**config.mk**
```make
export PLATFORM = sky130hd
export DESIGN_NAME = sorted_ring_priority_queue_top_flat
export DESIGN_NICKNAME = d
export VERILOG_FILES = /design/src/hw/rtl/srpq_pkg.sv /design/src/hw/rtl/srpq_if.sv /design/src/hw/rtl/sorted_ring_priority_queue_top.sv /design/src/hw/rtl/srpq_cell.sv /design/src/flat_wrapper.sv
export VERILOG_INCLUDE_DIRS = /design/src /design/src/hw/rtl
export SDC_FILE = /design/constraint.sdc
export NUM_CORES = 1
export LEC_CHECK = 0
export BUFFER_PORTS_ARGS = -buffer_cell sky130_fd_sc_hd__buf_2
export CAP_MARGIN = 20
export CORE_MARGIN = 2
export CORE_UTILIZATION = 25
export DETAILED_ROUTE_END_ITERATION = 16
export SETUP_SLACK_MARGIN = 0.2
export SYNTH_ARGS = -nofsm -noshare
export SYNTH_HDL_FRONTEND = slang
export SYNTH_SLANG_ARGS = --single-unit
export TNS_END_PERCENT = 100
```
**constraint.sdc**
```tcl
create_clock -name clk -period 5.3 [get_ports clk]
set_clock_uncertainty 0.05 [all_clocks]
set_input_delay 0.795 -clock clk [delete_from_list [all_inputs] [get_ports clk]]
set_output_delay 0.795 -clock clk [all_outputs]
set_load 0.005 [all_outputs]
```
**src/hw/rtl/sorted_ring_priority_queue_top_macros.svh**
```systemverilog
// Assertion helpers for the sorted ring priority queue.
`ifndef SORTED_RING_PRIORITY_QUEUE_TOP_MACROS_SVH
`define SORTED_RING_PRIORITY_QUEUE_TOP_MACROS_SVH

// Same-cycle implication, disabled while in reset.
`define SRPQ_ASSERT_NOW(label, lhs, rhs) \
    label: assert property (@(posedge clk) disable iff (!rst_n) (lhs) |-> (rhs)) \
        else $error("srpq same-cycle check failed");

// Next-cycle implication, disabled while in reset.
`define SRPQ_ASSERT_NEXT(label, lhs, rhs) \
    label: assert property (@(posedge clk) disable iff (!rst_n) (lhs) |=> (rhs)) \
        else $error("srpq next-cycle check failed");

`endif

```
**src/hw/rtl/srpq_pkg.sv**
```systemverilog
`timescale 1ns / 1ps

package srpq_pkg;

    typedef enum logic [1:0] {
        MODE_POP    = 2'd0,
        MODE_INSERT = 2'd1,
        MODE_APPEND = 2'd2
    } mode_t;

    typedef enum logic [1:0] {
        STATUS_DONE  = 2'd0,
        STATUS_EMPTY = 2'd1,
        STATUS_FULL  = 2'd2
    } status_t;

    typedef struct packed {
        logic [7:0] value;
        logic [7:0] prio;
    } entry_t;

    // Per-slot command from the sequencer; a load never comes with a move,
    // and at most one of take_prev and take_next is set.
    typedef struct packed {
        logic load_val;
        logic load_pri;
        logic take_prev;
        logic take_next;
    } cell_ctrl_t;

endpackage

```
**src/hw/rtl/srpq_if.sv**
```systemverilog
`timescale 1ns / 1ps

interface srpq_in_if;
    logic       valid;
    logic       ready;
    logic [1:0] mode;
    logic [7:0] item_value;
    logic [7:0] item_priority;

    modport source (output valid, output mode, output item_value, output item_priority,
                    input ready);
    modport sink (input valid, input mode, input item_value, input item_priority,
                  output ready);
endinterface

interface srpq_out_if;
    logic       valid;
    logic       ready;
    logic [7:0] popped_value;
    logic [1:0] status;
    logic [3:0] entry_count;

    modport source (output valid, output popped_value, output status, output entry_count,
                    input ready);
    modport sink (input valid, input popped_value, input status, input entry_count,
                  output ready);
endinterface

```
**src/hw/rtl/sorted_ring_priority_queue_top.sv**
```systemverilog
`timescale 1ns / 1ps
// Sorted ring priority queue.
// in_ch carries one command per beat: mode (pop, priority insert, plain
// append), item_value and item_priority. out_ch returns exactly one result
// beat per command: popped_value, status and entry_count.
// The store is a ring of DEPTH slots, one cell per slot, and holds DEPTH-1
// entries. A pop or an append finishes at accept: its result is registered at
// the accept edge and shows on out_ch in the next cycle. A priority insert
// writes the tail cell at accept and then moves the entry toward the head
// one neighbor swap per cycle, so the block stays busy after accept until the
// walk stops at the head end or behind an entry with an equal or smaller number;
// an insert into an empty queue needs no walk and is not busy at all.
// The result beat is out already during that walk.
// A command is accepted only when no walk is in progress and the result
// register is empty or being drained in the same cycle; a stalled out_ch
// holds its beat and backs up in_ch.
// Reset clears head, tail, all stored priorities and the result valid flag;
// the block takes commands from the first cycle after reset.
`include "sorted_ring_priority_queue_top_macros.svh"

module sorted_ring_priority_queue_top #(
    parameter int DEPTH = 16
) (
    input logic        clk,
    input logic        rst_n,
    srpq_in_if.sink    in_ch,
    srpq_out_if.source out_ch
);
    import srpq_pkg::*;

    localparam int IW = $clog2(DEPTH);
    localparam logic [IW-1:0] LAST = IW'(DEPTH - 1);

    typedef enum logic [1:0] {
        ST_IDLE   = 2'b01,
        ST_BUBBLE = 2'b10
    } state_t;

    function automatic logic [IW-1:0] ring_inc(input logic [IW-1:0] x);
        ring_inc = (x == LAST) ? '0 : x + 1'b1;
    endfunction

    function automatic logic [IW-1:0] ring_dec(input logic [IW-1:0] x);
        ring_dec = (x == '0) ? LAST : x - 1'b1;
    endfunction

    state_t          state_reg, state_next;
    logic [IW-1:0]   head_reg, head_next;
    logic [IW-1:0]   tail_reg, tail_next;
    logic [IW-1:0]   pos_reg, pos_next;
    logic [IW-1:0]   rem_reg, rem_next;
    logic            out_valid_reg, out_valid_next;
    logic [7:0]      popped_reg, popped_next;
    status_t         status_reg, status_next;
    logic [3:0]      count_reg, count_next;

    cell_ctrl_t      ctrl    [DEPTH];
    entry_t          held    [DEPTH];
    logic            lt_prev [DEPTH];
    entry_t          load_entry;

    logic            in_acc;
    logic            out_free;
    logic [IW-1:0]   cnt;
    logic [IW-1:0]   cnt_after;
    logic [IW+3:0]   cnt_wide;
    logic            full;
    logic [IW-1:0]   head_inc;
    logic [IW-1:0]   tail_inc;
    logic [IW-1:0]   pos_prev;
    logic            wr_val;
    logic            wr_pri;
    logic            stop;
    logic            swap;
    mode_t           mode;

    assign out_free     = !out_valid_reg || out_ch.ready;
    assign in_ch.ready  = (state_reg == ST_IDLE) && out_free;
    assign in_acc       = in_ch.valid && in_ch.ready;
    assign mode         = mode_t'(in_ch.mode);

    assign cnt      = (tail_reg >= head_reg) ? tail_reg - head_reg
                                             : IW'(DEPTH) + tail_reg - head_reg;
    assign full     = (cnt == LAST);
    assign head_inc = ring_inc(head_reg);
    assign tail_inc = ring_inc(tail_reg);
    assign pos_prev = ring_dec(pos_reg);

    assign load_entry.value = in_ch.item_value;
    assign load_entry.prio  = in_ch.item_priority;

    assign stop = (rem_reg == '0) || !lt_prev[pos_reg];
    assign swap = (state_reg == ST_BUBBLE) && !stop;

    always_comb
    begin
        state_next     = state_reg;
        head_next      = head_reg;
        tail_next      = tail_reg;
        pos_next       = pos_reg;
        rem_next       = rem_reg;
        out_valid_next = out_valid_reg && !out_ch.ready;
        popped_next    = popped_reg;
        status_next    = status_reg;
        count_next     = count_reg;
        wr_val         = 1'b0;
        wr_pri         = 1'b0;
        cnt_after      = cnt;

        unique case (state_reg)
            ST_IDLE:
            begin
                if (in_acc)
                begin
                    out_valid_next = 1'b1;
                    popped_next    = '0;
                    status_next    = STATUS_DONE;
                    case (mode)
                        MODE_POP:
                        begin
                            if (cnt == '0)
                                status_next = STATUS_EMPTY;
                            else
                            begin
                                head_next   = head_inc;
                                popped_next = held[head_inc].value;
                                cnt_after   = cnt - 1'b1;
                            end
                        end
                        MODE_INSERT, MODE_APPEND:
                        begin
                            if (full)
                                status_next = STATUS_FULL;
                            else
                            begin
                                tail_next = tail_inc;
                                wr_val    = 1'b1;
                                cnt_after = cnt + 1'b1;
                                if (mode == MODE_INSERT)
                                begin
                                    wr_pri = 1'b1;
                                    if (cnt != '0)
                                    begin
                                        state_next = ST_BUBBLE;
                                        pos_next   = tail_inc;
                                        rem_next   = cnt;
                                    end
                                end
                            end
                        end
                        default:
                        begin
                            status_next = STATUS_DONE;
                        end
                    endcase
                    count_next = cnt_wide[3:0];
                end
            end
            ST_BUBBLE:
            begin
                if (stop)
                    state_next = ST_IDLE;
                else
                begin
                    pos_next = pos_prev;
                    rem_next = rem_reg - 1'b1;
                end
            end
            default:
            begin
                state_next = ST_IDLE;
            end
        endcase
    end

    assign cnt_wide = {4'b0000, cnt_after};

    genvar k;
    generate
        for (k = 0; k < DEPTH; k++)
        begin : g_cell
            localparam int PREV = (k == 0) ? DEPTH - 1 : k - 1;
            localparam int NEXT = (k == DEPTH - 1) ? 0 : k + 1;

            assign ctrl[k].load_val  = wr_val && (tail_inc == IW'(k));
            assign ctrl[k].load_pri  = wr_pri && (tail_inc == IW'(k));
            assign ctrl[k].take_prev = swap && (pos_reg == IW'(k));
            assign ctrl[k].take_next = swap && (pos_prev == IW'(k));

            srpq_cell u_cell (
                .clk            (clk),
                .rst_n          (rst_n),
                .ctrl           (ctrl[k]),
                .load           (load_entry),
                .prev           (held[PREV]),
                .next           (held[NEXT]),
                .held           (held[k]),
                .less_than_prev (lt_prev[k])
            );
        end
    endgenerate

    always_ff @(posedge clk or negedge rst_n)
    begin
        if (!rst_n)
        begin
            state_reg     <= ST_IDLE;
            head_reg      <= '0;
            tail_reg      <= '0;
            pos_reg       <= '0;
            rem_reg       <= '0;
            out_valid_reg <= 1'b0;
        end
        else
        begin
            state_reg     <= state_next;
            head_reg      <= head_next;
            tail_reg      <= tail_next;
            pos_reg       <= pos_next;
            rem_reg       <= rem_next;
            out_valid_reg <= out_valid_next;
        end
    end

    always_ff @(posedge clk)
    begin
        popped_reg <= popped_next;
        status_reg <= status_next;
        count_reg  <= count_next;
    end

    assign out_ch.valid        = out_valid_reg;
    assign out_ch.popped_value = popped_reg;
    assign out_ch.status       = status_reg;
    assign out_ch.entry_count  = count_reg;

    `SRPQ_ASSERT_NOW(a_no_accept_in_walk, state_reg == ST_BUBBLE, !in_acc)
    `SRPQ_ASSERT_NEXT(a_accept_gives_beat, in_acc, out_valid_reg)
    `SRPQ_ASSERT_NOW(a_walk_stays_off_head, state_reg == ST_BUBBLE, pos_reg != head_reg)

endmodule

```
**src/hw/rtl/srpq_cell.sv**
```systemverilog
`timescale 1ns / 1ps

module srpq_cell (
    input  logic                   clk,
    input  logic                   rst_n,
    input  srpq_pkg::cell_ctrl_t   ctrl,
    input  srpq_pkg::entry_t       load,
    input  srpq_pkg::entry_t       prev,
    input  srpq_pkg::entry_t       next,
    output srpq_pkg::entry_t       held,
    output logic                   less_than_prev
);
    import srpq_pkg::*;

    logic [7:0] value_reg;
    logic [7:0] value_next;
    logic [7:0] prio_reg;
    logic [7:0] prio_next;

    always_comb
    begin
        value_next = value_reg;
        prio_next  = prio_reg;
        if (ctrl.take_prev)
        begin
            value_next = prev.value;
            prio_next  = prev.prio;
        end
        else if (ctrl.take_next)
        begin
            value_next = next.value;
            prio_next  = next.prio;
        end
        else
        begin
            if (ctrl.load_val)
                value_next = load.value;
            if (ctrl.load_pri)
                prio_next = load.prio;
        end
    end

    always_ff @(posedge clk)
    begin
        value_reg <= value_next;
    end

    always_ff @(posedge clk or negedge rst_n)
    begin
        if (!rst_n)
            prio_reg <= '0;
        else
            prio_reg <= prio_next;
    end

    assign held.value     = value_reg;
    assign held.prio      = prio_reg;
    // Swap request toward the head: strictly smaller number moves forward.
    assign less_than_prev = prio_reg < prev.prio;

endmodule
```
**src/flat_wrapper.sv**
```systemverilog
// flat-port wrapper written by rule: the top's interface ports become plain ports
module sorted_ring_priority_queue_top_flat import srpq_pkg::*;
#(
    parameter int DEPTH = 16
)
  (clk, rst_n, in_ch_valid, in_ch_mode, in_ch_item_value, in_ch_item_priority, in_ch_ready, out_ch_valid, out_ch_popped_value, out_ch_status, out_ch_entry_count, out_ch_ready);
  srpq_in_if in_ch_i ();
  srpq_out_if out_ch_i ();
  input logic clk;
  input logic rst_n;
  input wire logic [$bits(in_ch_i.valid)-1:0] in_ch_valid;
  input wire logic [$bits(in_ch_i.mode)-1:0] in_ch_mode;
  input wire logic [$bits(in_ch_i.item_value)-1:0] in_ch_item_value;
  input wire logic [$bits(in_ch_i.item_priority)-1:0] in_ch_item_priority;
  output wire logic [$bits(in_ch_i.ready)-1:0] in_ch_ready;
  output wire logic [$bits(out_ch_i.valid)-1:0] out_ch_valid;
  output wire logic [$bits(out_ch_i.popped_value)-1:0] out_ch_popped_value;
  output wire logic [$bits(out_ch_i.status)-1:0] out_ch_status;
  output wire logic [$bits(out_ch_i.entry_count)-1:0] out_ch_entry_count;
  input wire logic [$bits(out_ch_i.ready)-1:0] out_ch_ready;
  assign in_ch_i.valid = in_ch_valid;
  assign in_ch_i.mode = in_ch_mode;
  assign in_ch_i.item_value = in_ch_item_value;
  assign in_ch_i.item_priority = in_ch_item_priority;
  assign in_ch_ready = in_ch_i.ready;
  assign out_ch_valid = out_ch_i.valid;
  assign out_ch_popped_value = out_ch_i.popped_value;
  assign out_ch_status = out_ch_i.status;
  assign out_ch_entry_count = out_ch_i.entry_count;
  assign out_ch_i.ready = out_ch_ready;
  sorted_ring_priority_queue_top #(.DEPTH(DEPTH)) u_core (.clk(clk), .rst_n(rst_n), .in_ch(in_ch_i), .out_ch(out_ch_i));
endmodule
```
* Word-level counts from Yosys, hierarchy flattened
Index checks and enable logic that the tools add are counted.
** Operators by class
- Eq/ne operators :: 59
- Reductions and logical operators :: 121
- Multiplexer cells :: 143
- Add/sub/neg operators :: 7
- Bitwise operators :: 5
- $lt $le $gt $ge :: 18
** Operators by type and width (number)
- $mux W8 :: 96
- $lt A8 B8 Y1 :: 16
- $eq A4 B4 Y1 const B :: 27
- $reduce_bool A3 Y1 :: 32
- $logic_and A1 B1 Y1 :: 68
- $mux W4 :: 17
- $bmux W16 S4 :: 1
- $eq A4 B3 Y1 const B :: 12
- $mux W16 :: 2
- $eq A4 B2 Y1 const B :: 6
- $pmux W4 S2 :: 3
- $logic_not A4 Y1 :: 5
- $mux W1 :: 14
- $mux W2 :: 7
- $add A4 B1 Y4 const B :: 3
- $eq A4 B1 Y1 const B :: 3
- $sub A4 B1 Y4 const B :: 3
- $ge A5 B5 Y1 const B :: 2
- $ne A2 B2 Y1 const B :: 5
- $not A4 Y5 :: 2
- $pmux W2 S2 :: 2
- $reduce_and A4 Y1 :: 2
- $reduce_and A7 Y1 :: 1
- $reduce_and A6 Y1 :: 1
- 13 further kinds :: 23
** Storage, ports and cells
- Register bits :: 289
- Bits of input ports :: 22
- Output and inout bits :: 16

* Longest topological paths before layout
Gate-level depths: netlist (run 1).
- Word-level depth :: 11
- Gate-level depth with buffers :: 14
- Mapped depth without buffers :: 12

* Modules after synthesis
A second synthesis (run 1) with hierarchy kept.
** Unflattened totals
- Cells, all modules :: 2162
- Area, all modules :: 20995.1 um^2
** Modules (own cells, without submodules)
- srpq_cell :: times used 16, area each 1066.0 um^2, seq. area each 440.4 um^2, cells an instance 107
- sorted_ring_priority_queue_top :: times used 1, area each 3938.8 um^2, seq. area each 897.1 um^2, cells an instance 450

* Worst setup path after synthesis (run 1)
Ideal clock, no wire load.
- Path type :: flip-flop to flip-flop
- Start :: register u_core.tail_reg[0]
- End :: register u_core.g_cell[3].u_cell.prio_reg[0]
- Slack :: 1.652 ns
- Setup time :: 0.125 ns
- Buffers on the path :: 0
- Clock period less this slack :: 3.648 ns
- Arrival :: 3.473 ns
- Cell stages (with the launch flop) :: 12
- Cell sequence :: dfrtp_1 -> inv_1 -> ha_1 -> inv_1 -> fa_1 -> xnor2_1 -> or2b_1 -> nor3_4 -> nor4_2 -> mux2_2 -> mux2_4 -> mux2_4
** On the way
- Word-level cells in the longest chain between the ends :: 8
- Elaborated cells on any way between the ends :: 12
- Those cells by class :: add/sub (2); eq/ne (3); mux (5); reduce/logical (2)
** Ends and longest elaborated chain
- from (decl) :: RTL line sorted_ring_priority_queue_top.sv:49 : logic [IW-1:0] tail_reg, tail_next;
- from (signal assigned) :: RTL line sorted_ring_priority_queue_top.sv:218 : tail_reg <= tail_next;
- $sub A4 B4 Y4 :: RTL line sorted_ring_priority_queue_top.sv:82, sorted_ring_priority_queue_top.sv:83
- $eq A4 B4 Y1 :: RTL line sorted_ring_priority_queue_top.sv:84 : assign full = (cnt == LAST);
- $mux W1 :: RTL line sorted_ring_priority_queue_top.sv:132 : if (full)
- $mux W1 :: RTL line sorted_ring_priority_queue_top.sv:118 : case (mode)
- $mux W1 :: RTL line sorted_ring_priority_queue_top.sv:113 : if (in_acc)
- $mux W1 :: RTL line sorted_ring_priority_queue_top.sv:110 : unique case (state_reg)
- $logic_and A1 B1 Y1 (*) :: RTL line sorted_ring_priority_queue_top.sv:186 : assign ctrl[k].load_pri = wr_pri && (tail_inc == IW'(k));
- $reduce_bool A3 Y1 (no source line) (*)
- to (signal assigned) :: RTL line srpq_cell.sv:53 : prio_reg <= prio_next;
- to (decl) :: RTL line srpq_cell.sv:17 : logic [7:0] prio_reg;
Every way passes the cells marked *; elsewhere a longest branch is shown, timed or not.
A chain may end at the register's enable or synchronous reset.

* Worst setup path in the final report (run 1)
- Start :: register u_core.g_cell[1].u_cell.prio_reg[7]
- End :: register u_core.g_cell[11].u_cell.value_reg[7] (enable)
** On the way
- Word-level cells in the longest chain between the ends :: 10
- Elaborated cells on any way between the ends :: 12
- Those cells by class :: order compare (2); mux (3); reduce/logical (7)
** Ends and longest elaborated chain
- from (decl) :: RTL line srpq_cell.sv:17
- from (signal assigned) :: RTL line srpq_cell.sv:53
- $lt A8 B8 Y1 :: RTL line srpq_cell.sv:59 : assign less_than_prev = prio_reg < prev.prio;
- $bmux W1 S4 (*) :: RTL line sorted_ring_priority_queue_top.sv:92 : assign stop = (rem_reg == '0) || !lt_prev[pos_reg];
- $mux W1 (implied by the code) (*) (2 in series) :: RTL line sorted_ring_priority_queue_top.sv:92
- $logic_not A1 Y1 (*) :: RTL line sorted_ring_priority_queue_top.sv:92
- $logic_or A1 B1 Y1 (*) :: RTL line sorted_ring_priority_queue_top.sv:92
- $logic_not A1 Y1 (*) :: RTL line sorted_ring_priority_queue_top.sv:93 : assign swap = (state_reg == ST_BUBBLE) && !stop;
- $logic_and A1 B1 Y1 (*) :: RTL line sorted_ring_priority_queue_top.sv:93
- $logic_and A1 B1 Y1 (on tied branches) :: RTL line sorted_ring_priority_queue_top.sv:188, sorted_ring_priority_queue_top.sv:187
- $reduce_bool A3 Y1 (no source line) (*)
- to (signal assigned) :: RTL line srpq_cell.sv:45 : value_reg <= value_next;
- to (decl) :: RTL line srpq_cell.sv:15 : logic [7:0] value_reg;
Every way passes the cells marked *; elsewhere a longest branch is shown, timed or not. The select of a mux whose other input is x is not followed.

==> results by group, run 1 <==
Clocking
  – H-Tree Depth: 2
  – Worst skew pair latency: 0.56 ns
  – Clk root buf: clkbuf_16
  – CTS clk-pin slew, worst paths: roughly 0.060 ns
  – Clk sinks: ~290
  – Total CTS buffers: 37
  – CTS Hold Buffers Added: 0
  – Post-CTS setup buffers: 0
  – Max Root-Sink Buffers: 3
  – Post-CTS sizing: 0
  – CTS tree: yes

Yosys
  – Gate Count Post-Synth: about 2200
  – Post-synth EDFFs: 142
  – Post-synthesis register bit count: 289
  – Yosys cell types: a little under 90
  – Sequential fraction of the synthesis area: approximately 37%
  – Synth Warn #: 0
  – Syn Area/Cell: a little under 10 um2
  – Cell Area, Synth: roughly 22000 um2
  – Async set-reset flop share out of synthesis: 50.9%
  – Ys flop type: dfrtp_1
  – Syn nets: 2354

Floorplan
  – Core area: 85300 um2
  – Die area: between 80000 and 90000 um2
  – Site Rows: about 110
  – # IOs: 38
  – Initial core utilization: between 20% and 30%
  – Die height: between 200 and 300 um
  – Die width: between 200 and 300 um

GRT
  – Met2 usage: a little under a quarter
  – Gr busiest metal: met2
  – Largest net degree at the start of global routing: 74
  – M3 GR Usage: between 1.5 and 2%
  – Total track usage: 14.8%
  – First-pass GRT wire length: around 100000 um
  – GRT Residual Overflow: 0
  – Vias in the first global route: between 15000 and 20000
  – GR Util met1: between 20 and 25%
  – Initial antenna violation count: 3

Timing
  – Maximum clock rate: 230 MHz
  – Total negative slack: 0 ns
  – Period utilization: 82.1%
  – Setup violations, final: 0
  – Hold_ws: approximately 0.21 ns
  – Slew Limit Fails: 0
  – RSZ-0062 raised after global routing: false
  – Actual slew at the worst max-slew pin: about 1 ns
  – Final hold violations: 0
  – Post-route worst setup slack: 0.947 ns
  – Slew headroom: between 30% and 40%
  – Final Critical Period: about 4.4 ns

Drt
  – Routed len/inst: 20.1 um
  – Via count: about 17000
  – DRT iter0 DRCs: between 1500 and 2000
  – Antenna viol nets, final: 0
  – DRC: 0
  – Routed WL: about 67000 um
  – Number of detailed-route iterations in the first pass: 5
  – DR vias/cell: between 5 and 6

Cells and area
  – Post-route core utilization: between 20% and 30%
  – Share of cells above drive strength 1: 14.2%
  – Post-route insts no fill: about 3300
  – Area delta synth->final: 11.0%
  – # diodes: 0
  – Final Net Count: roughly 2300

Power
  – Pleak: 0.00981 uW
  – Cell Pwr Density: about 450 nW/um2
  – VDD IR-drop max: between 0.3 and 0.4 mV

Placement
  – Dpl cells: around 3300
  – Placement Setup Slack: around 1.0 ns
  – Dpl hpwl: about 48000 um
  – GP Congestion: between 0.8 and 0.9
  – PortBufs: 37

Worst setup path
  – Req. time, crit path: 5.45 ns
  – CP top delay family: simple AND/OR/NAND/NOR gates
  – Crit-path max FO: 17
  – Worst EP arrival: 4.50 ns
  – Slowest stage delay, CP: approximately 0.59 ns
  – WP buf/inv: 2
  – CP max-delay cell: nand3_1
  – WS Path Type: reg -> reg
  – Worst Setup End Kind: flip-flop
  – Setup crit start kind: flip-flop
  – Worst path cell trace: inv_1, ha_1, a211o_1, o311ai_1, o31ai_1, a221oi_2, and3_2, buf_4, nand4_2, nand3_1

Run status
  – Status: completed

Min path
  – Hold crit path type: in -> async

Run
  – MaxCap Viol Count: 0
==> report_power, final <==
group	switching [uW]	internal, uW
Clock	1030	1470
Sequential	548	2790
Combinational	3030	2000
==> Yosys cell counts, drive strengths merged, types with 5 or more instances <==
library cell	count	share of area, %
a2111oi	23	1.6
a211o	6	0.24
a211oi	79	3.1
a21oi	89	2.1
a221oi	37	1.7
a22oi	26	0.91
a31oi	17	0.52
and2	6	0.17
and3	34	0.99
and4	9	0.38
buf	89	2.8
clkbuf	78	1.4
dfrtp	146	17
edfxtp	142	20
ha	132	7.7
inv	138	2.4
mux2	37	2.0
mux2i	185	8.6
mux4	31	3.2
nand2	229	4.0
nand2b	13	0.38
nand3	80	1.9
nand4	32	1.9
nor2	128	2.2
nor2b	27	0.78
nor3	81	2.2
nor4	17	0.92
o2111a	28	1.5
o211a	7	0.33
o211ai	17	0.59
o21ai	170	3.9
or2	5	0.15
or3	7	0.20
==> path summary, 6_finish.rpt <==
path / to / startpoint / slack, ns / depth (start not counted)
max in group asynchronous: u_core.g_cell[11].u_cell.prio_reg[4]$_DFFE_PN0P_ / rst_n / 3.81 / 2
max: u_core.g_cell[11].u_cell.value_reg[7]$_DFFE_PP_ / u_core.g_cell[1].u_cell.prio_reg[7]$_DFFE_PN0P_ / 0.95 / 10
max reg2reg: u_core.g_cell[11].u_cell.value_reg[7]$_DFFE_PP_ / u_core.g_cell[1].u_cell.prio_reg[7]$_DFFE_PN0P_ / 0.95 / 10
min in group clk: u_core.out_ch.valid$_DFF_PN0_ / in_ch_valid / 0.47 / 3
min: u_core.g_cell[1].u_cell.prio_reg[4]$_DFFE_PN0P_ / rst_n / 0.21 / 1
min reg2reg: u_core.rem_reg[0]$_DFFE_PN0P_ / u_core.rem_reg[0]$_DFFE_PN0P_ / 0.50 / 2
==> cell type report <==
type,count,area (um2)
clock inverters,8,37.5
inverters,138,518
well taps,1144,1430
multi-input cells,1605,12200
repair buffers,92,628
clock buffers,58,1140
flip-flops and latches,289,7940
fillers,8979,61300
==> per-stage QoR <==
stage               power (uW)  instance area [um2]
global route             11500                23900
finish                   10900                23900
CTS                      10800                23900
detailed placement        8280                22700
floorplan                 6860                21600
global placement          8220                22700
==> cells by family (layout without fill, tap and decap cells) <==
| kind of cell | count (synthesis) | in the layout | synth area share, % |
|---|---|---|---|
| mux | 253 | 253 | 13.8 |
| compound gates | 532 | 532 | 18.0 |
| flops | 289 | 289 | 36.9 |
| buf+inv | 305 | 296 | 6.58 |
| simple gates | 681 | 681 | 16.8 |
| fa+ha+maj | 133 | 133 | 7.75 |
| xor+xnor | 6 | 6 | 0.244 |
==> cells in the final DEF (no fill, tap or decap), types with 18 or more instances in the layout <==
cell type | synthesis | final
a221oi_1 | 29 | 29
a211oi_1 | 62 | 62
nand2_1 | 228 | 228
o2111a_1 | 28 | 28
buf_4 | 12 | 53
nand4_1 | 18 | 18
mux4_2 | 31 | 31
ha_1 | 132 | 132
o21ai_0 | 146 | 145
nor2b_1 | 27 | 27
buf_2 | 48 | 36
nand3_1 | 79 | 79
nor3_1 | 70 | 70
edfxtp_1 | 142 | 142
mux2i_1 | 185 | 185
nor2_1 | 128 | 125
and3_1 | 34 | 33
a21oi_1 | 88 | 88
a22oi_1 | 26 | 26
o21ai_1 | 24 | 24
mux2_2 | 35 | 35
inv_1 | 138 | 138
dfrtp_1 | 146 | 146
clkbuf_16 | 0 | 39
==> layer usage <==
layer  part of all wire [%]  vias up
met4                    2.5        4
met1                     46     8602
met3                    6.5       85
met2                     45      641
met5                  0.030        -
li1                       -     8151
(Power assumes the default switching activity.)
==> inputs of run 2 (changes only) <==
Settings changed: ABC_AREA set to 1.
Clock period 5.3 ns to 3.5 ns, I/O delays scaled along.
==> results by group, run 2 <==
Cells and area
  – Most frequent cells in the layout: nand2_1, nor2_1, nand3_1, inv_1, a21oi_1 (was nand2_1, mux2i_1, dfrtp_1, o21ai_0, edfxtp_1)
  – Share of cells above drive strength 1: 8.53% (was 14.2%)
  – Most common cell after layout, fill and taps aside: nand2_1 (unchanged)
  – Post-route insts no fill: 4357 (was 3334)
  – Area delta synth->final: 14.6% (was 11.0%)
  – Design area: 24900 um2 (was 23900 um2)
  – Post-route core utilization: 28.8% (was 28.1%)
  – Final Net Count: 3327 (was 2318)

Worst setup path
  – Worst Setup End Kind: flip-flop (unchanged)
  – Worst EP arrival: 3.50 ns (was 4.50 ns)
  – Setup crit start kind: flip-flop (unchanged)
  – WS Path Type: reg -> reg (unchanged)
  – Crit-path max FO: 34 (was 17)
  – Flop2flop setup slack: 0.28 ns (was 0.95 ns)
  – Req. time, crit path: 3.77 ns (was 5.45 ns)
  – Reg-to-Reg End: u_core.g_cell[4].u_cell.value_reg[6]$_DFFE_PP_ (was u_core.g_cell[11].u_cell.value_reg[7]$_DFFE_PP_)
  – R2R depth: 15 (was 10)
  – RR Startpoint: u_core.g_cell[3].u_cell.prio_reg[7]$_DFFE_PN0P_ (was u_core.g_cell[1].u_cell.prio_reg[7]$_DFFE_PN0P_)

Timing
  – Final hold violations: 16 (was 0)
  – Slew headroom: 39.1% (was 32.2%)
  – Total negative slack: 0 ns (unchanged)
  – Period utilization: 92.0% (was 82.1%)
  – Final Critical Period: 3.22 ns (was 4.35 ns)
  – Actual slew at the worst max-slew pin: 0.913 ns (was 1.00 ns)
  – RSZ-0062 raised after global routing: true (was false)
  – Slew Limit Fails: 0 (unchanged)
  – Maximum clock rate: 310 MHz (was 230 MHz)
  – Hold_ws: -0.0252 ns (was 0.211 ns)
  – Setup violations, final: 0 (unchanged)

Placement
  – Post-placement cell area: 23400 um2 (was 22700 um2)
  – PortBufs: 37 (unchanged)
  – GP Congestion: 0.917 (was 0.873)
  – Dpl cells: 4281 (was 3266)
  – Dpl hpwl: 55900 um (was 48400 um)

Yosys
  – Area leader, netlist: edfxtp_1 (unchanged)
  – Synth Warn #: 0 (unchanged)
  – Post-synthesis register bit count: 289 (unchanged)
  – Post-synth EDFFs: 142 (unchanged)
  – Synth cell count leaders: nand2_1, nor2_1, nand3_1 (was nand2_1, mux2i_1, dfrtp_1, o21ai_0, edfxtp_1)
  – Ys flop type: dfrtp_1 (unchanged)
  – Sequential fraction of the synthesis area: 36.5% (was 36.9%)
  – Synth area leaders: edfxtp_1, dfrtp_1, nand2_1 (was edfxtp_1, dfrtp_1, mux2i_1)
  – Syn nets: 3322 (was 2354)
  – Most instantiated library cell after synthesis: nand2_1 (unchanged)
  – Gate Count Post-Synth: 3167 (was 2199)
  – Cell Area, Synth: 21700 um2 (was 21600 um2)
  – Async set-reset flop share out of synthesis: 50.9% (unchanged)
  – Syn Area/Cell: 6.87 um2 (was 9.80 um2)
  – Yosys cell types: 44 (was 87)
  – Synth top area share: 19.6% (was 19.8%)

Floorplan
  – Die width: 299 um (was 298 um)
  – Initial core utilization: 25.1% (was 25.3%)
  – Die height: 299 um (was 298 um)
  – Core area: 86500 um2 (was 85300 um2)
  – # IOs: 38 (unchanged)
  – Site Rows: 108 (was 107)
  – Die area: 89300 um2 (was 88600 um2)

Run status
  – Failing checks: hold timing
  – Status: finished, violations left (was completed)

Clocking
  – Clk sinks: 289 (unchanged)
  – CTS Hold Buffers Added: 0 (unchanged)
  – Max Root-Sink Buffers: 3 (unchanged)
  – H-Tree Depth: 2 (unchanged)
  – Worst skew pair latency: 0.58 ns (was 0.56 ns)
  – CTS clk-pin slew, worst paths: 0.06 ns (about the same)
  – Total CTS buffers: 39 (was 37)
  – CTS tree: yes (unchanged)
  – Clk root buf: clkbuf_16 (unchanged)

GRT
  – Initial antenna violation count: 3 (unchanged)
  – First-pass GRT wire length: 120000 um (was 104000 um)
  – Total track usage: 16.8% (was 14.8%)
  – GRT Residual Overflow: 0 (unchanged)
  – Largest net degree at the start of global routing: 82 (was 74)
  – Vias in the first global route: 20400 (was 16600)

Drt
  – Antenna viol nets, final: 0 (unchanged)
  – Routed len/inst: 17.9 um (was 20.1 um)
  – DR vias/cell: 5.04 (was 5.24)
  – Routed WL: 78100 um (was 67200 um)
  – Via count: 22000 (was 17500)
  – Number of detailed-route iterations in the first pass: 6 (was 5)
  – DRT iter0 DRCs: 2005 (was 1683)
  – DRC: 0 (unchanged)

Min path
  – Hold crit path type: in -> async (unchanged)

Power
  – Reg power frac: 30.6% (was 30.7%)
  – Clk pwr share: 26.3% (was 23.0%)
  – Sw frac: 44.2% (was 42.4%)
  – P_int: 8650 uW (was 6260 uW)
  – Cell Pwr Density: 623 nW/um2 (was 454 nW/um2)
  – Combinational Power Share: 43.1% (was 46.3%)
  – Pleak: 0.0114 uW (was 0.00981 uW)
  – VDD IR-drop max: 0.354 mV (was 0.381 mV)
  – Net Sw Power: 6860 uW (was 4600 uW)

Run
  – MaxCap Viol Count: 0 (unchanged)
-- run 2: cell types whose count changed after synthesis, moves of 35 or more --
| cell | delta |
|---|---|
| nand3_1 | +335 |
| mux2i_1 | -185 |
| a21oi_1 | +165 |
| inv_1 | +146 |
| mux2_2 | -35 |
| o21ai_0 | +38 |
| o22ai_1 | +42 |
| a211oi_1 | -59 |
| nor3_1 | -66 |
| nor2_1 | +318 |
| nand2_1 | +509 |
-- run 2: power groups by stage --
stage | Sequential [uW] | Clock [uW] | Combinational, uW
finish | 4750 | 4080 | 6680
global route | 4810 | 4230 | 7430
CTS | 4730 | 4110 | 6540
detailed placement | 4790 | 0 | 6490
global placement | 4790 | 0 | 6410
floorplan | 4600 | 0 | 4290
-- run 2: through the flow --
| step | power [uW] | hold WS (ns) | setup slack (ns) |
|---|---|---|---|
| after global placement | 11200 | 0.447 | 0.152 |
| after floorplan | 8890 | 0.179 | 0.527 |
| final | 15500 | -0.0252 | 0.279 |
| after detailed placement | 11300 | 0.446 | 0.0706 |
| after CTS | 15400 | 0.0113 | 0.214 |
| after global routing | 16500 | 0.0478 | 0.141 |
-- run 2: final cells by class --
type                       instances  area [um2]
fill                            9498       61600
multi-input combinational       2398       12000
sequential                       289        7950
tap                             1155        1450
inverter                         296        1130
timing repair buffer             148        1120
clock buffer                      56        1090
clock inverter                    14         165
antenna                            1        2.50
-- run 2: metal layers --
layer	GRT usage [%]	vias to the layer above	routed length, um
met3	2.17	146	5920
met1	23.1	10400	34100
li1	-	10600	-
met2	27.3	834	35700
met4	5.39	4	2320
met5	0	-	27
-- run 2: how the worst max path moves through the flow --
stage / from / to / slack (ns) / cells after the start
global route: u_core.g_cell[3].u_cell.prio_reg[7]$_DFFE_PN0P_ / u_core.g_cell[11].u_cell.prio_reg[5]$_DFFE_PN0P_ / 0.14 / 17
finish: u_core.g_cell[3].u_cell.prio_reg[7]$_DFFE_PN0P_ / u_core.g_cell[4].u_cell.value_reg[6]$_DFFE_PP_ / 0.28 / 15
CTS: u_core.tail_reg[0]$_DFFE_PN0P_ / u_core.g_cell[10].u_cell.value_reg[0]$_DFFE_PP_ / 0.21 / 13
floorplan: u_core.tail_reg[0]$_DFFE_PN0P_ / u_core.g_cell[13].u_cell.prio_reg[6]$_DFFE_PN0P_ / 0.53 / 19
global placement: u_core.tail_reg[0]$_DFFE_PN0P_ / u_core.g_cell[2].u_cell.prio_reg[2]$_DFFE_PN0P_ / 0.15 / 18
detailed placement: u_core.tail_reg[0]$_DFFE_PN0P_ / u_core.g_cell[2].u_cell.prio_reg[5]$_DFFE_PN0P_ / 0.07 / 18
-- run 2: cell families (layout without fill, tap and decap cells) --
group,count (synthesis),after routing,share of synthesized area [%]
compound gates,618,618,15.3
xor+xnor,4,4,0.161
fa+ha+maj,133,133,7.69
buf+inv,481,514,8.99
flops,289,289,36.5
other cells,0,1,0
simple gates,1642,1643,31.3
-- run 2: worst max-delay path: stages, from the launching register on --
cell and delay [ns]:
dfrtp_1 0.44, inv_1 0.12, ha_1 0.32, a21oi_1 0.15, o21a_1 0.14, nand2_1 0.12, nand2_1 0.09, nand3_1 0.08
nand2_1 0.13, nand3_1 0.15, nor2_4 0.21, buf_12 0.23, nand2_1 0.22, buf_4 0.25, o21ai_0 0.19, o21ai_1 0.08
-- run 2: repair_timing --
action	4_1_cts	5_1_grt
endpoints found under the setup margin	73	359
buffers inserted	0	2
pin swaps	0	3
cloned	0	3
resized for setup	14	43
